File: src/matrix_transform_from_pair_macros.svh
// Assertion shorthands used by the top-level file, which checks itself.
`ifndef MATRIX_TRANSFORM_FROM_PAIR_MACROS_SVH
`define MATRIX_TRANSFORM_FROM_PAIR_MACROS_SVH

// Same-cycle implication, disabled while reset is held.
`define MTFP_ASSERT_NOW(label, clk, rst_n, cond, cons, msg) \
    label: assert property (@(posedge clk) disable iff (!rst_n) (cond) |-> (cons)) \
        else $error(msg);

// Next-cycle implication, disabled while reset is held.
`define MTFP_ASSERT_NEXT(label, clk, rst_n, cond, cons, msg) \
    label: assert property (@(posedge clk) disable iff (!rst_n) (cond) |=> (cons)) \
        else $error(msg);

`endif

File: src/mtfp_pkg.sv
package mtfp_pkg;

    localparam int ELEM_W     = 16;
    localparam int IDX_W      = 2;
    localparam int ADDR_W     = 4;
    localparam int SIZE_W     = 3;
    localparam int MAX_SIZE   = 4;
    localparam int COF_W      = 50;
    localparam int PROD_W     = COF_W + ELEM_W;
    localparam int ACC_W      = 68;
    localparam int FRAC_SHIFT = 17;
    localparam int DIVN_W     = ACC_W + FRAC_SHIFT + 1;
    localparam int DIVD_W     = ACC_W + 1;
    localparam int OUT_W      = 32;
    localparam int STORE_DEPTH = 16;

    localparam logic [1:0] CMD_LOAD_SRC = 2'd0;
    localparam logic [1:0] CMD_LOAD_DST = 2'd1;
    localparam logic [1:0] CMD_SOLVE    = 2'd2;

    typedef struct packed {
        logic              ld_src;
        logic              ld_dst;
        logic [ADDR_W-1:0] rd_s_addr;
        logic [ADDR_W-1:0] rd_d_addr;
        logic [ADDR_W-1:0] rd_c_addr;
        logic              prod_init;
        logic              prod_mul;
        logic              acc_clr;
        logic              acc_add;
        logic              term_neg;
        logic              num_mac;
        logic              cof_wr;
        logic              cof_neg;
        logic [ADDR_W-1:0] cof_addr;
        logic              det_save;
        logic              div_start;
        logic              emit_val;
        logic              emit_sing;
        logic [IDX_W-1:0]  out_row;
        logic [IDX_W-1:0]  out_col;
        logic              out_last;
    } t_dp_cmd;

    typedef struct packed {
        logic det_zero;
        logic div_done;
    } t_dp_sts;

endpackage

File: src/mtfp_ram.sv
module mtfp_ram #(
    parameter int WIDTH = 16,
    parameter int DEPTH = 16
) (
    input  logic                     i_clk,
    input  logic                     i_we,
    input  logic [$clog2(DEPTH)-1:0] i_waddr,
    input  logic [WIDTH-1:0]         i_wdata,
    input  logic [$clog2(DEPTH)-1:0] i_raddr,
    output logic [WIDTH-1:0]         o_rdata
);

    logic [WIDTH-1:0] r_mem [DEPTH];
    logic [WIDTH-1:0] r_rdata;

    always_ff @(posedge i_clk) begin
        if (i_we) begin
            r_mem[i_waddr] <= i_wdata;
        end
        r_rdata <= r_mem[i_raddr];
    end

    assign o_rdata = r_rdata;

endmodule

File: src/mtfp_div.sv
module mtfp_div #(
    parameter int NW = 86,
    parameter int DW = 69
) (
    input  logic          i_clk,
    input  logic          i_rst_n,
    input  logic          i_start,
    input  logic [NW-1:0] i_dividend,
    input  logic [DW-1:0] i_divisor,
    output logic [NW-1:0] o_quot,
    output logic          o_done
);

    localparam int CNT_W = $clog2(NW);

    logic [NW-1:0]    r_q;
    logic [DW-1:0]    r_rem;
    logic [DW-1:0]    r_div;
    logic [CNT_W-1:0] r_cnt;
    logic             r_run;
    logic             r_done;
    logic [DW:0]      rem2;
    logic             ge;
    logic [DW:0]      diff;

    // One quotient bit per cycle, most significant first.
    always_comb begin
        rem2 = {r_rem, r_q[NW-1]};
        ge   = rem2 >= {1'b0, r_div};
        diff = rem2 - {1'b0, r_div};
    end

    always_ff @(posedge i_clk) begin
        if (!i_rst_n) begin
            r_run  <= 1'b0;
            r_done <= 1'b0;
            r_cnt  <= '0;
        end else begin
            r_done <= 1'b0;
            if (i_start) begin
                r_run <= 1'b1;
                r_cnt <= CNT_W'(NW - 1);
            end else if (r_run) begin
                r_cnt <= r_cnt - 1'b1;
                if (r_cnt == '0) begin
                    r_run  <= 1'b0;
                    r_done <= 1'b1;
                end
            end
        end
    end

    always_ff @(posedge i_clk) begin
        if (i_start) begin
            r_q   <= i_dividend;
            r_rem <= '0;
            r_div <= i_divisor;
        end else if (r_run) begin
            r_q   <= {r_q[NW-2:0], ge};
            r_rem <= ge ? diff[DW-1:0] : rem2[DW-1:0];
        end
    end

    assign o_quot = r_q;
    assign o_done = r_done;

endmodule

File: src/mtfp_dp.sv
module mtfp_dp
    import mtfp_pkg::*;
(
    input  logic                     i_clk,
    input  logic                     i_rst_n,
    input  t_dp_cmd                  i_cmd,
    input  logic [IDX_W-1:0]         i_row_index,
    input  logic [IDX_W-1:0]         i_col_index,
    input  logic signed [ELEM_W-1:0] i_element_value,
    output t_dp_sts                  o_sts,
    output logic                     o_strobe,
    output logic [IDX_W-1:0]         o_out_row,
    output logic [IDX_W-1:0]         o_out_col,
    output logic signed [OUT_W-1:0]  o_out_value,
    output logic                     o_singular,
    output logic                     o_saturated,
    output logic                     o_last
);

    logic [ELEM_W-1:0]        s_rdata;
    logic [ELEM_W-1:0]        d_rdata;
    logic [COF_W-1:0]         c_rdata;
    logic [ADDR_W-1:0]        ld_addr;
    logic signed [COF_W-1:0]  mul_a;
    logic signed [ELEM_W-1:0] mul_b;
    logic signed [PROD_W-1:0] mul_p;
    logic signed [PROD_W-1:0] r_prod;
    logic signed [ACC_W-1:0]  r_acc;
    logic signed [ACC_W-1:0]  prod_ext;
    logic signed [ACC_W-1:0]  mul_ext;
    logic signed [COF_W-1:0]  acc_lo;
    logic [COF_W-1:0]         cof_wdata;
    logic [ACC_W-1:0]         acc_abs;
    logic [ACC_W-1:0]         r_det_abs;
    logic                     r_det_neg;
    logic                     r_neg;
    logic [DIVN_W-1:0]        dividend;
    logic [DIVD_W-1:0]        divisor;
    logic [DIVN_W-1:0]        quot;
    logic                     div_done;
    logic                     sat;
    logic [OUT_W-1:0]         val;
    logic                     r_strobe;
    logic [IDX_W-1:0]         r_out_row;
    logic [IDX_W-1:0]         r_out_col;
    logic [OUT_W-1:0]         r_out_value;
    logic                     r_singular;
    logic                     r_saturated;
    logic                     r_last;

    assign ld_addr = {i_row_index, i_col_index};

    mtfp_ram #(.WIDTH(ELEM_W), .DEPTH(STORE_DEPTH)) u_src_ram (
        .i_clk   (i_clk),
        .i_we    (i_cmd.ld_src),
        .i_waddr (ld_addr),
        .i_wdata (i_element_value),
        .i_raddr (i_cmd.rd_s_addr),
        .o_rdata (s_rdata)
    );

    mtfp_ram #(.WIDTH(ELEM_W), .DEPTH(STORE_DEPTH)) u_dst_ram (
        .i_clk   (i_clk),
        .i_we    (i_cmd.ld_dst),
        .i_waddr (ld_addr),
        .i_wdata (i_element_value),
        .i_raddr (i_cmd.rd_d_addr),
        .o_rdata (d_rdata)
    );

    mtfp_ram #(.WIDTH(COF_W), .DEPTH(STORE_DEPTH)) u_cof_ram (
        .i_clk   (i_clk),
        .i_we    (i_cmd.cof_wr),
        .i_waddr (i_cmd.cof_addr),
        .i_wdata (cof_wdata),
        .i_raddr (i_cmd.rd_c_addr),
        .o_rdata (c_rdata)
    );

    // The one multiplier serves both the permutation products and the
    // numerator sums; a running product never exceeds three factors before
    // its final step, so its low bits are enough as an operand.
    always_comb begin
        mul_a    = i_cmd.num_mac ? signed'(c_rdata) : r_prod[COF_W-1:0];
        mul_b    = i_cmd.num_mac ? signed'(d_rdata) : signed'(s_rdata);
        mul_p    = mul_a * mul_b;
        prod_ext = {{(ACC_W-PROD_W){r_prod[PROD_W-1]}}, r_prod};
        mul_ext  = {{(ACC_W-PROD_W){mul_p[PROD_W-1]}}, mul_p};
        acc_lo   = r_acc[COF_W-1:0];
        cof_wdata = i_cmd.cof_neg ? -acc_lo : acc_lo;
        acc_abs  = r_acc[ACC_W-1] ? -r_acc : r_acc;
        dividend = {1'b0, acc_abs, {FRAC_SHIFT{1'b0}}} + {{(DIVN_W-ACC_W){1'b0}}, r_det_abs};
        divisor  = {r_det_abs, 1'b0};
    end

    always_ff @(posedge i_clk) begin
        if (i_cmd.prod_init) begin
            r_prod <= PROD_W'(1);
        end else if (i_cmd.prod_mul) begin
            r_prod <= mul_p;
        end
        if (i_cmd.acc_clr) begin
            r_acc <= '0;
        end else if (i_cmd.acc_add) begin
            r_acc <= i_cmd.term_neg ? r_acc - prod_ext : r_acc + prod_ext;
        end else if (i_cmd.num_mac) begin
            r_acc <= r_acc + mul_ext;
        end
        if (i_cmd.det_save) begin
            r_det_abs <= acc_abs;
            r_det_neg <= r_acc[ACC_W-1];
        end
        if (i_cmd.div_start) begin
            r_neg <= r_acc[ACC_W-1] ^ r_det_neg;
        end
    end

    mtfp_div #(.NW(DIVN_W), .DW(DIVD_W)) u_div (
        .i_clk      (i_clk),
        .i_rst_n    (i_rst_n),
        .i_start    (i_cmd.div_start),
        .i_dividend (dividend),
        .i_divisor  (divisor),
        .o_quot     (quot),
        .o_done     (div_done)
    );

    // Saturate the rounded magnitude to the signed Q16.16 range.
    always_comb begin
        if (r_neg) begin
            sat = (|quot[DIVN_W-1:OUT_W]) || (quot[OUT_W-1] && (|quot[OUT_W-2:0]));
            val = sat ? {1'b1, {(OUT_W-1){1'b0}}} : -quot[OUT_W-1:0];
        end else begin
            sat = |quot[DIVN_W-1:OUT_W-1];
            val = sat ? {1'b0, {(OUT_W-1){1'b1}}} : quot[OUT_W-1:0];
        end
    end

    always_ff @(posedge i_clk) begin
        if (!i_rst_n) begin
            r_strobe <= 1'b0;
        end else begin
            r_strobe <= i_cmd.emit_val | i_cmd.emit_sing;
        end
    end

    always_ff @(posedge i_clk) begin
        if (i_cmd.emit_sing) begin
            r_out_row   <= '0;
            r_out_col   <= '0;
            r_out_value <= '0;
            r_singular  <= 1'b1;
            r_saturated <= 1'b0;
            r_last      <= 1'b1;
        end else if (i_cmd.emit_val) begin
            r_out_row   <= i_cmd.out_row;
            r_out_col   <= i_cmd.out_col;
            r_out_value <= val;
            r_singular  <= 1'b0;
            r_saturated <= sat;
            r_last      <= i_cmd.out_last;
        end
    end

    assign o_sts.det_zero = (r_det_abs == '0);
    assign o_sts.div_done = div_done;
    assign o_strobe       = r_strobe;
    assign o_out_row      = r_out_row;
    assign o_out_col      = r_out_col;
    assign o_out_value    = r_out_value;
    assign o_singular     = r_singular;
    assign o_saturated    = r_saturated;
    assign o_last         = r_last;

endmodule

File: src/mtfp_ctrl.sv
module mtfp_ctrl
    import mtfp_pkg::*;
(
    input  logic              i_clk,
    input  logic              i_rst_n,
    input  logic              i_start,
    input  logic [1:0]        i_command,
    input  logic [SIZE_W-1:0] i_size,
    input  t_dp_sts           i_sts,
    output logic              o_busy,
    output t_dp_cmd           o_cmd
);

    typedef enum logic [3:0] {
        S_IDLE, S_SETUP, S_TERM, S_FETCH, S_MUL, S_TERM_END, S_MINOR_END,
        S_DET_CHK, S_SING, S_NSETUP, S_NFETCH, S_NMAC, S_DIV_GO, S_DIV_WAIT,
        S_EMIT
    } t_state;

    t_state            r_state, n_state;
    logic [SIZE_W-1:0] r_m, n_m;
    logic              r_det_phase, n_det_phase;
    logic [IDX_W-1:0]  r_row, n_row;
    logic [IDX_W-1:0]  r_col, n_col;
    logic [IDX_W-1:0]  r_t, n_t;
    logic [IDX_W-1:0]  r_k, n_k;
    logic              r_c1, n_c1;
    logic [1:0]        r_c2, n_c2;
    logic [1:0]        r_c3, n_c3;
    logic [SIZE_W-1:0] ex_r;
    logic [SIZE_W-1:0] ex_c;
    logic [IDX_W-1:0]  pcol;
    logic [IDX_W-1:0]  srow;
    logic [IDX_W-1:0]  scol;
    logic              row_end;
    logic              col_end;
    logic              k_end;
    logic              t_end;
    logic              max1;
    logic [1:0]        max2;
    logic [1:0]        max3;
    logic              last_perm;

    // Column that a permutation places at minor row t. The digits select the
    // swaps of a shuffle from the top position down, so the first m! codes
    // only permute the first m columns.
    function automatic logic [IDX_W-1:0] perm_at(input logic c1, input logic [1:0] c2,
                                                 input logic [1:0] c3,
                                                 input logic [IDX_W-1:0] t);
        logic [IDX_W-1:0] a [4];
        logic [IDX_W-1:0] tmp;
        a[0] = 2'd0;
        a[1] = 2'd1;
        a[2] = 2'd2;
        a[3] = 2'd3;
        tmp = a[3];
        a[3] = a[2'd3 - c3];
        a[2'd3 - c3] = tmp;
        tmp = a[2];
        a[2] = a[2'd2 - c2];
        a[2'd2 - c2] = tmp;
        tmp = a[1];
        a[1] = a[2'd1 - {1'b0, c1}];
        a[2'd1 - {1'b0, c1}] = tmp;
        return a[t];
    endfunction

    always_comb begin
        ex_r    = r_det_phase ? 3'd4 : {1'b0, r_row};
        ex_c    = r_det_phase ? 3'd4 : {1'b0, r_col};
        pcol    = perm_at(r_c1, r_c2, r_c3, r_t);
        srow    = ({1'b0, r_t} < ex_r) ? r_t : r_t + 2'd1;
        scol    = ({1'b0, pcol} < ex_c) ? pcol : pcol + 2'd1;
        row_end = ({1'b0, r_row} == i_size - 3'd1);
        col_end = ({1'b0, r_col} == i_size - 3'd1);
        k_end   = ({1'b0, r_k} == i_size - 3'd1);
        t_end   = ({1'b0, r_t} == r_m - 3'd1);
        max1    = (r_m >= 3'd2);
        max2    = (r_m >= 3'd3) ? 2'd2 : 2'd0;
        max3    = (r_m >= 3'd4) ? 2'd3 : 2'd0;
        last_perm = (r_c1 == max1) && (r_c2 == max2) && (r_c3 == max3);
    end

    always_comb begin
        n_state     = r_state;
        n_m         = r_m;
        n_det_phase = r_det_phase;
        n_row       = r_row;
        n_col       = r_col;
        n_t         = r_t;
        n_k         = r_k;
        n_c1        = r_c1;
        n_c2        = r_c2;
        n_c3        = r_c3;
        o_cmd           = '0;
        o_cmd.rd_s_addr = {srow, scol};
        o_cmd.rd_d_addr = {r_row, r_k};
        o_cmd.rd_c_addr = {r_col, r_k};
        o_cmd.cof_addr  = {r_row, r_col};
        o_cmd.cof_neg   = r_row[0] ^ r_col[0];
        o_cmd.term_neg  = r_c1 ^ (r_c2 != 2'd0) ^ (r_c3 != 2'd0);
        o_cmd.out_row   = r_row;
        o_cmd.out_col   = r_col;
        o_cmd.out_last  = row_end && col_end;

        case (r_state)
            S_IDLE: begin
                if (i_start) begin
                    case (i_command)
                        CMD_LOAD_SRC: o_cmd.ld_src = 1'b1;
                        CMD_LOAD_DST: o_cmd.ld_dst = 1'b1;
                        CMD_SOLVE: begin
                            n_m         = i_size;
                            n_det_phase = 1'b1;
                            n_state     = S_SETUP;
                        end
                        default: ;
                    endcase
                end
            end
            S_SETUP: begin
                o_cmd.acc_clr = 1'b1;
                n_c1    = 1'b0;
                n_c2    = 2'd0;
                n_c3    = 2'd0;
                n_state = S_TERM;
            end
            S_TERM: begin
                o_cmd.prod_init = 1'b1;
                n_t     = '0;
                n_state = (r_m == 3'd0) ? S_TERM_END : S_FETCH;
            end
            S_FETCH: begin
                n_state = S_MUL;
            end
            S_MUL: begin
                o_cmd.prod_mul = 1'b1;
                n_t     = r_t + 2'd1;
                n_state = t_end ? S_TERM_END : S_FETCH;
            end
            S_TERM_END: begin
                o_cmd.acc_add = 1'b1;
                if (last_perm) begin
                    n_state = S_MINOR_END;
                end else begin
                    n_state = S_TERM;
                    if (r_c1 != max1) begin
                        n_c1 = 1'b1;
                    end else begin
                        n_c1 = 1'b0;
                        if (r_c2 != max2) begin
                            n_c2 = r_c2 + 2'd1;
                        end else begin
                            n_c2 = 2'd0;
                            n_c3 = r_c3 + 2'd1;
                        end
                    end
                end
            end
            S_MINOR_END: begin
                if (r_det_phase) begin
                    o_cmd.det_save = 1'b1;
                    n_state = S_DET_CHK;
                end else begin
                    o_cmd.cof_wr = 1'b1;
                    if (col_end) begin
                        n_col = '0;
                        if (row_end) begin
                            n_row   = '0;
                            n_state = S_NSETUP;
                        end else begin
                            n_row   = r_row + 2'd1;
                            n_state = S_SETUP;
                        end
                    end else begin
                        n_col   = r_col + 2'd1;
                        n_state = S_SETUP;
                    end
                end
            end
            S_DET_CHK: begin
                if (i_sts.det_zero) begin
                    n_state = S_SING;
                end else begin
                    n_det_phase = 1'b0;
                    n_m     = i_size - 3'd1;
                    n_row   = '0;
                    n_col   = '0;
                    n_state = S_SETUP;
                end
            end
            S_SING: begin
                o_cmd.emit_sing = 1'b1;
                n_state = S_IDLE;
            end
            S_NSETUP: begin
                o_cmd.acc_clr = 1'b1;
                n_k     = '0;
                n_state = S_NFETCH;
            end
            S_NFETCH: begin
                n_state = S_NMAC;
            end
            S_NMAC: begin
                o_cmd.num_mac = 1'b1;
                n_k     = r_k + 2'd1;
                n_state = k_end ? S_DIV_GO : S_NFETCH;
            end
            S_DIV_GO: begin
                o_cmd.div_start = 1'b1;
                n_state = S_DIV_WAIT;
            end
            S_DIV_WAIT: begin
                if (i_sts.div_done) begin
                    n_state = S_EMIT;
                end
            end
            S_EMIT: begin
                o_cmd.emit_val = 1'b1;
                if (col_end) begin
                    n_col = '0;
                    if (row_end) begin
                        n_row   = '0;
                        n_state = S_IDLE;
                    end else begin
                        n_row   = r_row + 2'd1;
                        n_state = S_NSETUP;
                    end
                end else begin
                    n_col   = r_col + 2'd1;
                    n_state = S_NSETUP;
                end
            end
            default: n_state = S_IDLE;
        endcase
    end

    always_ff @(posedge i_clk) begin
        if (!i_rst_n) begin
            r_state     <= S_IDLE;
            r_m         <= '0;
            r_det_phase <= 1'b0;
            r_row       <= '0;
            r_col       <= '0;
            r_t         <= '0;
            r_k         <= '0;
            r_c1        <= 1'b0;
            r_c2        <= 2'd0;
            r_c3        <= 2'd0;
        end else begin
            r_state     <= n_state;
            r_m         <= n_m;
            r_det_phase <= n_det_phase;
            r_row       <= n_row;
            r_col       <= n_col;
            r_t         <= n_t;
            r_k         <= n_k;
            r_c1        <= n_c1;
            r_c2        <= n_c2;
            r_c3        <= n_c3;
        end
    end

    assign o_busy = (r_state != S_IDLE);

endmodule

File: src/matrix_transform_from_pair.sv
// A load leaves the block idle, and another load may follow in the next cycle.
// A solve keeps busy high through the determinant, the cofactors and each
// result in turn (only the singular one if the determinant is zero), paced
// by the one shared multiplier and the 86-step bit-serial divider.
// Results appear as single-cycle strobes; the receiver cannot stall them.
// Synchronous active-low reset sets the size to 4; the stores are not cleared.
`include "matrix_transform_from_pair_macros.svh"

module matrix_transform_from_pair
    import mtfp_pkg::*;
(
    input  logic                     i_clk,
    input  logic                     i_rst_n,
    input  logic                     start,
    output logic                     busy,
    input  logic [1:0]               i_command,
    input  logic [IDX_W-1:0]         i_row_index,
    input  logic [IDX_W-1:0]         i_col_index,
    input  logic signed [ELEM_W-1:0] i_element_value,
    input  logic                     i_cfg_valid,
    output logic                     o_cfg_ready,
    input  logic [SIZE_W-1:0]        i_cfg_data,
    output logic                     o_strobe,
    output logic [IDX_W-1:0]         o_out_row,
    output logic [IDX_W-1:0]         o_out_col,
    output logic signed [OUT_W-1:0]  o_out_value,
    output logic                     o_singular,
    output logic                     o_saturated,
    output logic                     o_last
);

    logic [SIZE_W-1:0] r_matrix_size;
    logic [SIZE_W-1:0] size_eff;
    logic              accept;
    t_dp_cmd           cmd;
    t_dp_sts           sts;

    // The size may not change under a beat that is being taken.
    assign o_cfg_ready = !busy && !start;
    assign accept      = start && !busy;

    always_ff @(posedge i_clk) begin
        if (!i_rst_n) begin
            r_matrix_size <= SIZE_W'(MAX_SIZE);
        end else if (i_cfg_valid && o_cfg_ready) begin
            r_matrix_size <= i_cfg_data;
        end
    end

    // A size of zero acts as one; anything above the largest size is clamped.
    always_comb begin
        if (r_matrix_size == '0) begin
            size_eff = SIZE_W'(1);
        end else if (r_matrix_size > SIZE_W'(MAX_SIZE)) begin
            size_eff = SIZE_W'(MAX_SIZE);
        end else begin
            size_eff = r_matrix_size;
        end
    end

    mtfp_ctrl u_ctrl (
        .i_clk     (i_clk),
        .i_rst_n   (i_rst_n),
        .i_start   (start),
        .i_command (i_command),
        .i_size    (size_eff),
        .i_sts     (sts),
        .o_busy    (busy),
        .o_cmd     (cmd)
    );

    mtfp_dp u_dp (
        .i_clk           (i_clk),
        .i_rst_n         (i_rst_n),
        .i_cmd           (cmd),
        .i_row_index     (i_row_index),
        .i_col_index     (i_col_index),
        .i_element_value (i_element_value),
        .o_sts           (sts),
        .o_strobe        (o_strobe),
        .o_out_row       (o_out_row),
        .o_out_col       (o_out_col),
        .o_out_value     (o_out_value),
        .o_singular      (o_singular),
        .o_saturated     (o_saturated),
        .o_last          (o_last)
    );

    `MTFP_ASSERT_NEXT(a_solve_busy, i_clk, i_rst_n, accept && (i_command == CMD_SOLVE), busy, "solve beat did not raise busy")
    `MTFP_ASSERT_NEXT(a_load_idle, i_clk, i_rst_n, accept && (i_command != CMD_SOLVE), !busy && !o_strobe, "load beat left the block busy")
    `MTFP_ASSERT_NOW(a_sing_last, i_clk, i_rst_n, o_strobe && o_singular, o_last && (o_out_value == '0) && !o_saturated, "singular result malformed")
    `MTFP_ASSERT_NOW(a_sat_value, i_clk, i_rst_n, o_strobe && o_saturated, (o_out_value == 32'sh7FFFFFFF) || (o_out_value == -32'sh80000000), "saturated value not at a limit")

endmodule

File: config.mk
export PLATFORM = sky130hd
export DESIGN_NAME = matrix_transform_from_pair
export DESIGN_NICKNAME = d
export VERILOG_FILES = /design/src/mtfp_pkg.sv /design/src/mtfp_ram.sv /design/src/mtfp_div.sv /design/src/mtfp_dp.sv /design/src/mtfp_ctrl.sv /design/src/matrix_transform_from_pair.sv
export VERILOG_INCLUDE_DIRS = /design/src /design/src/src
export SDC_FILE = /design/constraint.sdc
export NUM_CORES = 2
export LEC_CHECK = 0
export ABC_AREA = 1
export BUFFER_PORTS_ARGS = -buffer_cell sky130_fd_sc_hd__buf_4
export CORE_MARGIN = 2
export CORE_UTILIZATION = 35
export DETAILED_ROUTE_END_ITERATION = 8
export PLACE_DENSITY_LB_ADDON = 0.2
export SKIP_CTS_REPAIR_TIMING = 1
export SYNTH_ARGS = -nofsm -noshare
export SYNTH_HDL_FRONTEND = slang
export SYNTH_SLANG_ARGS = --single-unit
File: constraint.sdc
create_clock -name i_clk -period 10 [get_ports i_clk]
set_input_delay 0 -clock i_clk [delete_from_list [all_inputs] [get_ports i_clk]]
set_output_delay 0 -clock i_clk [all_outputs]
set_load 0.005 [all_outputs]
# Yosys cells after proc, flatten, opt, wreduce, memory -nomap -nowiden
# Memories as Yosys holds them, arrays and structs flattened. A register that Yosys moved wholly into a read port is not among the register bits.
# Cells that the tools add are included.
word_totals:
  reg_bits: 500
  ramBits: 1312
  out_inout_bits: 42
  elab_cells: 267
  mem_count: 3
memory_table:
  columns: ["memory", "words", "width", "rd", "rd_clocked_by_memory_dff", "wr", "line_no", "rtl"]
  rows:
  - ["u_dp.u_cof_ram.r_mem", 16, 50, 1, 1, 1, "mtfp_ram.sv:13", "logic [WIDTH-1:0] r_mem [DEPTH];"]
  - ["u_dp.u_dst_ram.r_mem", 16, 16, 1, 1, 1, "mtfp_ram.sv:13", null]
  - ["u_dp.u_src_ram.r_mem", 16, 16, 1, 1, 1, "mtfp_ram.sv:13", null]
classes:
  n_addsub: 21
  multipliers: 1
  n_lt_le_gt_ge: 14
  eq_ne: 33
  n_mux: 113
  n_bitwise: 12
  n_reduce_logical: 40
op_table:
  columns: ["operator", "count"]
  rows:
  - ["two-way mux 68 bit", 4]
  - ["two-way mux 86 bit", 2]
  - ["adder 68 x 66 -> 68 bit", 2]
  - ["two-way mux 50 bit", 2]
  - ["two-way mux 32 bit", 3]
  - ["adder 85 x 68 -> 86 bit", 1]
  - ["greater-or-equal comparator 70 x 69 -> 1 bit", 1]
  - ["two-way mux 69 bit", 1]
  - ["subtractor 69 bit", 1]
  - ["zero test 68 bit", 1]
  - ["negator 68 bit", 1]
  - ["subtractor 68 x 66 -> 68 bit", 1]
  - ["multiplier 50 x 16 -> 66 bit", 1]
  - ["two-way mux 2 bit", 29]
  - ["case mux 4 bit (14 select lines)", 1]
  - ["OR reduction 55 bit", 1]
  - ["OR reduction 54 bit", 1]
  - ["negator 50 bit", 1]
  - ["two-way mux 4 bit", 9]
  - ["two-way mux 3 bit", 11]
  - ["negator 32 bit", 1]
  - ["OR reduction 31 bit", 1]
  - ["two-way mux 1 bit", 30]
  - ["== test 4 bit, second input constant", 7]
  - ["other kinds (51)", 121]

# Longest topological paths before layout
depth:
  depth_word: 20
  ltp_mapped: 65
  mapped_depth_nobuf: 61

# Cells and area by module
# From an unflattened synthesis, not the netlist that was laid out.
unflattened:
  hier_cells: 16231
  hier_area_um2: 130139.8
by_module_without_submodules:
  columns: ["module", "n_inst", "cells_per_inst", "area_per_inst_um2", "seq_area_each_um2"]
  rows:
  - ["mtfp_dp", 1, 8065, 53928.0, 5585.4]
  - ["mtfp_ram (u_dp.u_cof_ram)", 1, 3296, 35459.0, 25024.0]
  - ["mtfp_ram (u_dp.u_dst_ram ...)", 2, 1074, 11380.9, 8007.7]
  - ["mtfp_div", 1, 2373, 15811.4, 6216.0]
  - ["mtfp_ctrl", 1, 326, 2029.4, 420.4]
  - ["matrix_transform_from_pair", 1, 23, 150.1, 60.1]

# Least setup slack after synthesis
# Ideal clock, no wire load.
synth_path:
  path_type: "register -> register"
  start: "register u_ctrl.r_state[1]"
  end: "register u_dp.r_acc[65]"
  setup_ns: 0.116
  t_arrival_ns: 9.042
  path_slack_ns: 0.842
  path_stages_with_launch: 53
  path_buffers: 3
  path_cell_list: "dfxtp_1 > buf_4 > nand2_1 > inv_1 > nand2_4 > buf_4 > clkbuf_1 > nand2_1 > o21ai_1 > clkinv_1 > nor2_1 > fa_1 > fa_1 > inv_1 > fa_1 > inv_1 > fa_1 > inv_1 > (+17 left out) > nor2_1 > nand4_1 > xor2_1 > nand2_1 > o21ai_0 > ha_1 > nand2_1 > nor2_1 > inv_1 > nor2_1 > nand2_1 > inv_1 > nand2_1 > or2_2 > nand4_1 > nand3_1 > o211ai_1 > inv_1"
synth_between:
  elab_chain_len: 7
synth_rtl:
  columns: ["item", "line_no", "rtl"]
  rows:
  - ["start: declaration", "mtfp_ctrl.sv:20", "t_state r_state, n_state;"]
  - ["start signal: assignment", "mtfp_ctrl.sv:251", "r_state <= n_state;"]
  - ["== test 4 bit", "mtfp_ctrl.sv:106", "case (r_state)"]
  - ["two-way mux 1 bit", "mtfp_ctrl.sv:106", null]
  - ["two-way mux 50 bit / two-way mux 16 bit (equally long branches)", "mtfp_dp.sv:84, mtfp_dp.sv:85", null]
  - ["multiplier 50 x 16 -> 66 bit", "mtfp_dp.sv:86", "mul_p = mul_a * mul_b;"]
  - ["adder 68 x 66 -> 68 bit", "mtfp_dp.sv:107", "r_acc <= r_acc + mul_ext;"]
  - ["two-way mux 68 bit", "mtfp_dp.sv:106", "end else if (i_cmd.num_mac) begin"]
  - ["two-way mux 68 bit", "mtfp_dp.sv:104", "end else if (i_cmd.acc_add) begin"]
  - ["end signal: assignment", "mtfp_dp.sv:105", "r_acc <= i_cmd.term_neg ? r_acc - prod_ext : r_acc + prod_ext;"]
  - ["end signal: assignment", "mtfp_dp.sv:107", null]
  - ["end: declaration", "mtfp_dp.sv:28", "logic signed [ACC_W-1:0] r_acc;"]
# Parallel ways exist; a longest one is shown, timed or not. The select of a mux whose other input is x is not followed.
# A chain may end at the register's enable or synchronous reset.

# Final worst setup path
layout_path:
  start: "register u_ctrl.r_state[3]"
  end: "register u_dp.r_acc[65]"
# Same word-level chain as after synthesis.

==> flow_summary_export.csv <==
group,metric,value,unit
grt,gr-usage-met3,0.0392,
route,viasPerCell,5.17,
finish,nNetsFinal,16043,
worst_setup_path,cpPeakStageDelay,0.54,ns
status,status,"finished clean",
finish,fill_cells,34530,
clock_network,cts.path.max_buffers,4,
route,vias,101699,
placement,dp_hpwl,335000,µm
placement,place.gp.congestion,1.01,
grt,global_route.usage.total,0.245,
floorplanning,num_rows,217,
route,firstDrtPassIters,6,
grt,grt_pass1_wl,648000,µm
synthesis,synth.most_common_cell,"nand2_1",
synthesis,yosys-top-cells-area,"edfxtp_1, fa_1, nand2_1",
synthesis,syn-num-nets,14735,
synthesis,ys.flop_type,"edfxtp_1",
sta,setup_violations,0,
sta,worstMarginPinSlew,1.37,ns
clock_network,clk_latency,0.94,ns
sta,fmax,100,MHz
worst_setup_path,path_max_fanout,11,
grt,grt_pass1_vias,95519,
min_path,holdCritPathClass,"in2reg",
sta,slew_viol_final,0,
worst_setup_path,cp_slowest_cell,"fa_1",
worst_setup_path,worst_setup_path_end_kind,"flop",
clock_network,cts_tree,"yes",
sta,fin_worst_skew,0.107,ns
route,ant_nets,0,
floorplanning,ioPinCount,71,
clock_network,cts_made_buffers,209,
synthesis,yosys_warnings,0,
route,remaining_drc_errors,0,
sta,finalCritPeriodShare,0.995,
grt,grt_util_met2,0.380,
route,wl_per_cell,23.0,µm
grt,use_met1,0.355,
route,first_iter_violations,10335,
sta,finalCriticalPeriod,9.95,ns
worst_setup_path,crit_required,10.73,ns
synthesis,async_reset_ff_frac,0,
clock_network,cts_root_buf,"clkbuf_16",
grt,grt_start_max_net_pins,199,
synthesis,seq_area_frac_synth,0.436,
synthesis,synth_seq_cells,1894,
worst_setup_path,worstSetupPathType,"reg2reg",
floorplanning,die_area,354000,µm²
worst_setup_path,cp_data_arrival_time,10.69,ns
clock_network,numClockSinks,1894,
synthesis,syn_area_per_cell,8.99,µm²
sta,worst_slew_margin_rel,0.0802,
route,drt_wl_total,453000,µm
floorplanning,initial_utilization,0.351,
synthesis,synth_top_area_share,0.377,
floorplanning,core_area,349000,µm²
sta,hold_viol,0,
synthesis,synth_top_area_cell,"edfxtp_1",
synthesis,netlist_instances,13601,
grt,busiest_layer,"met2",
sta,rsz0062_at_grt,"true",
grt,grt_overflow,0,
worst_setup_path,cp-start-kind,"flop",
grt,antenna_found_initial,10,
floorplanning,die_h,595,µm
finish,drive_gt1_frac,0.180,
synthesis,synth_cell_types,72,
synthesis,synth_commonest_cells,"nand2_1, inv_1, nor2_1",
floorplanning,dieWidth,595,µm
synthesis,synth_area,122000,µm²
synthesis,synth-edff-count,1536,
flow_run,max_cap_viol_count,0,
clock_network,htreeDepth,4,
placement,port-buffer-count,70,
worst_setup_path,cp_common_cell,"buf_4",
finish,syn_to_final_growth,23.0,%
clock_network,path_clk_slew,0.06,ns
sta,whs,0.0439,ns
[path summary, 6_finish.rpt]
check                      startpoint                         end  slack, ns  cells after the start
setup / recovery    u_ctrl.r_state[3]              u_dp.r_acc[65]       0.05                     51
hold / removal     i_element_value[2]  u_dp.u_src_ram.r_mem[8][2]       0.04                      2
setup reg to reg    u_ctrl.r_state[3]              u_dp.r_acc[65]       0.05                     51
hold reg to reg   u_dp.o_out_value[0]         u_dp.o_out_value[0]       0.47                      2
[registers in the layout (all words and copies together) (netlist names), 3 cells and up]
register and flops:
u_dp.u_cof_ram.r_mem 800, u_dp.u_dst_ram.r_mem 256, u_dp.u_src_ram.r_mem 256, u_dp.u_div.o_quot 86, u_dp.u_div.r_rem 69, u_dp.r_acc 68, u_dp.r_det_abs 68, u_dp.u_div.r_div 68
u_dp.r_prod 66, u_dp.u_cof_ram.o_rdata 50, u_dp.o_out_value 32, u_dp.u_dst_ram.o_rdata 16, u_dp.u_src_ram.o_rdata 16, u_dp.u_div.r_cnt 7, u_ctrl.r_state 4, r_matrix_size 3
u_ctrl.r_m 3
[placed cells by master (no fill, tap or decap), types with 114 or more instances in the layout]
master,count
ha_1,307
mux2i_1,206
o221ai_1,214
o211ai_1,195
edfxtp_1,1536
clkbuf_16,222
o21ai_0,903
nand3_1,389
nand2_1,2291
fa_1,724
xor2_1,175
nor2_1,1366
dfxtp_1,351
buf_4,1467
nor2_2,114
o21ai_1,136
inv_1,2150
nand2_2,131
a21oi_1,585
[metal layers]
layer	part of all wire	wire [µm]
met1	0.45	204000
met2	0.44	201000
met3	0.074	33700
met4	0.031	13900
met5	0	0
[critical path, delay by kind of cell (launching register included)]
family | cells | cell delay, ns
adder cells (fa/ha/maj) | 8 | 3.64
AND/OR/NAND/NOR | 23 | 3.16
buffers and inverters | 17 | 2.11
AO/OA/AOI/OAI | 3 | 0.54
flip-flops | 1 | 0.33
[per-stage QoR]
stage | TNS [ns] | setup slack [ns] | std cells | util | area [µm²]
2_1_floorplan | 0 | 0.842 | 13601 | - | 122000
3_3_place_gp | -18.10 | -0.941 | 19175 | 0.398 | 139000
3_5_place_dp | -16.44 | -0.870 | 19175 | 0.398 | 139000
4_1_cts | -20.66 | -0.983 | 19550 | 0.417 | 146000
5_1_grt | -4.59 | -0.306 | 19673 | 0.431 | 150000
6_report | 0 | 0.0476 | 19678 | 0.431 | 150000
[layout make-up]
class | count | area, µm² | area share
clock inverters | 88 | 896 | 0.00596
well taps | 4599 | 5750 | 0.0383
flip-flops and latches | 1894 | 53300 | 0.355
clock buffers | 287 | 5860 | 0.0390
multi-input cells | 8924 | 62100 | 0.413
diodes | 6 | 15.0 | 0.0000999
repair buffers | 1637 | 13900 | 0.0924
inverters | 2243 | 8470 | 0.0563
[cell families after synthesis]
family	Yosys count	share of synthesized area
AO/OA/AOI/OAI	2490	0.119
XOR/XNOR	286	0.0209
adder cells (fa/ha/maj)	1105	0.159
buffers and inverters	2783	0.0859
flip-flops	1894	0.436
multiplexers	206	0.0169
AND/OR/NAND/NOR	4837	0.162
Power is left out: the tool's default activity adds up to more than one toggle a clock period on the data nets, which glitch-free logic cannot reach.
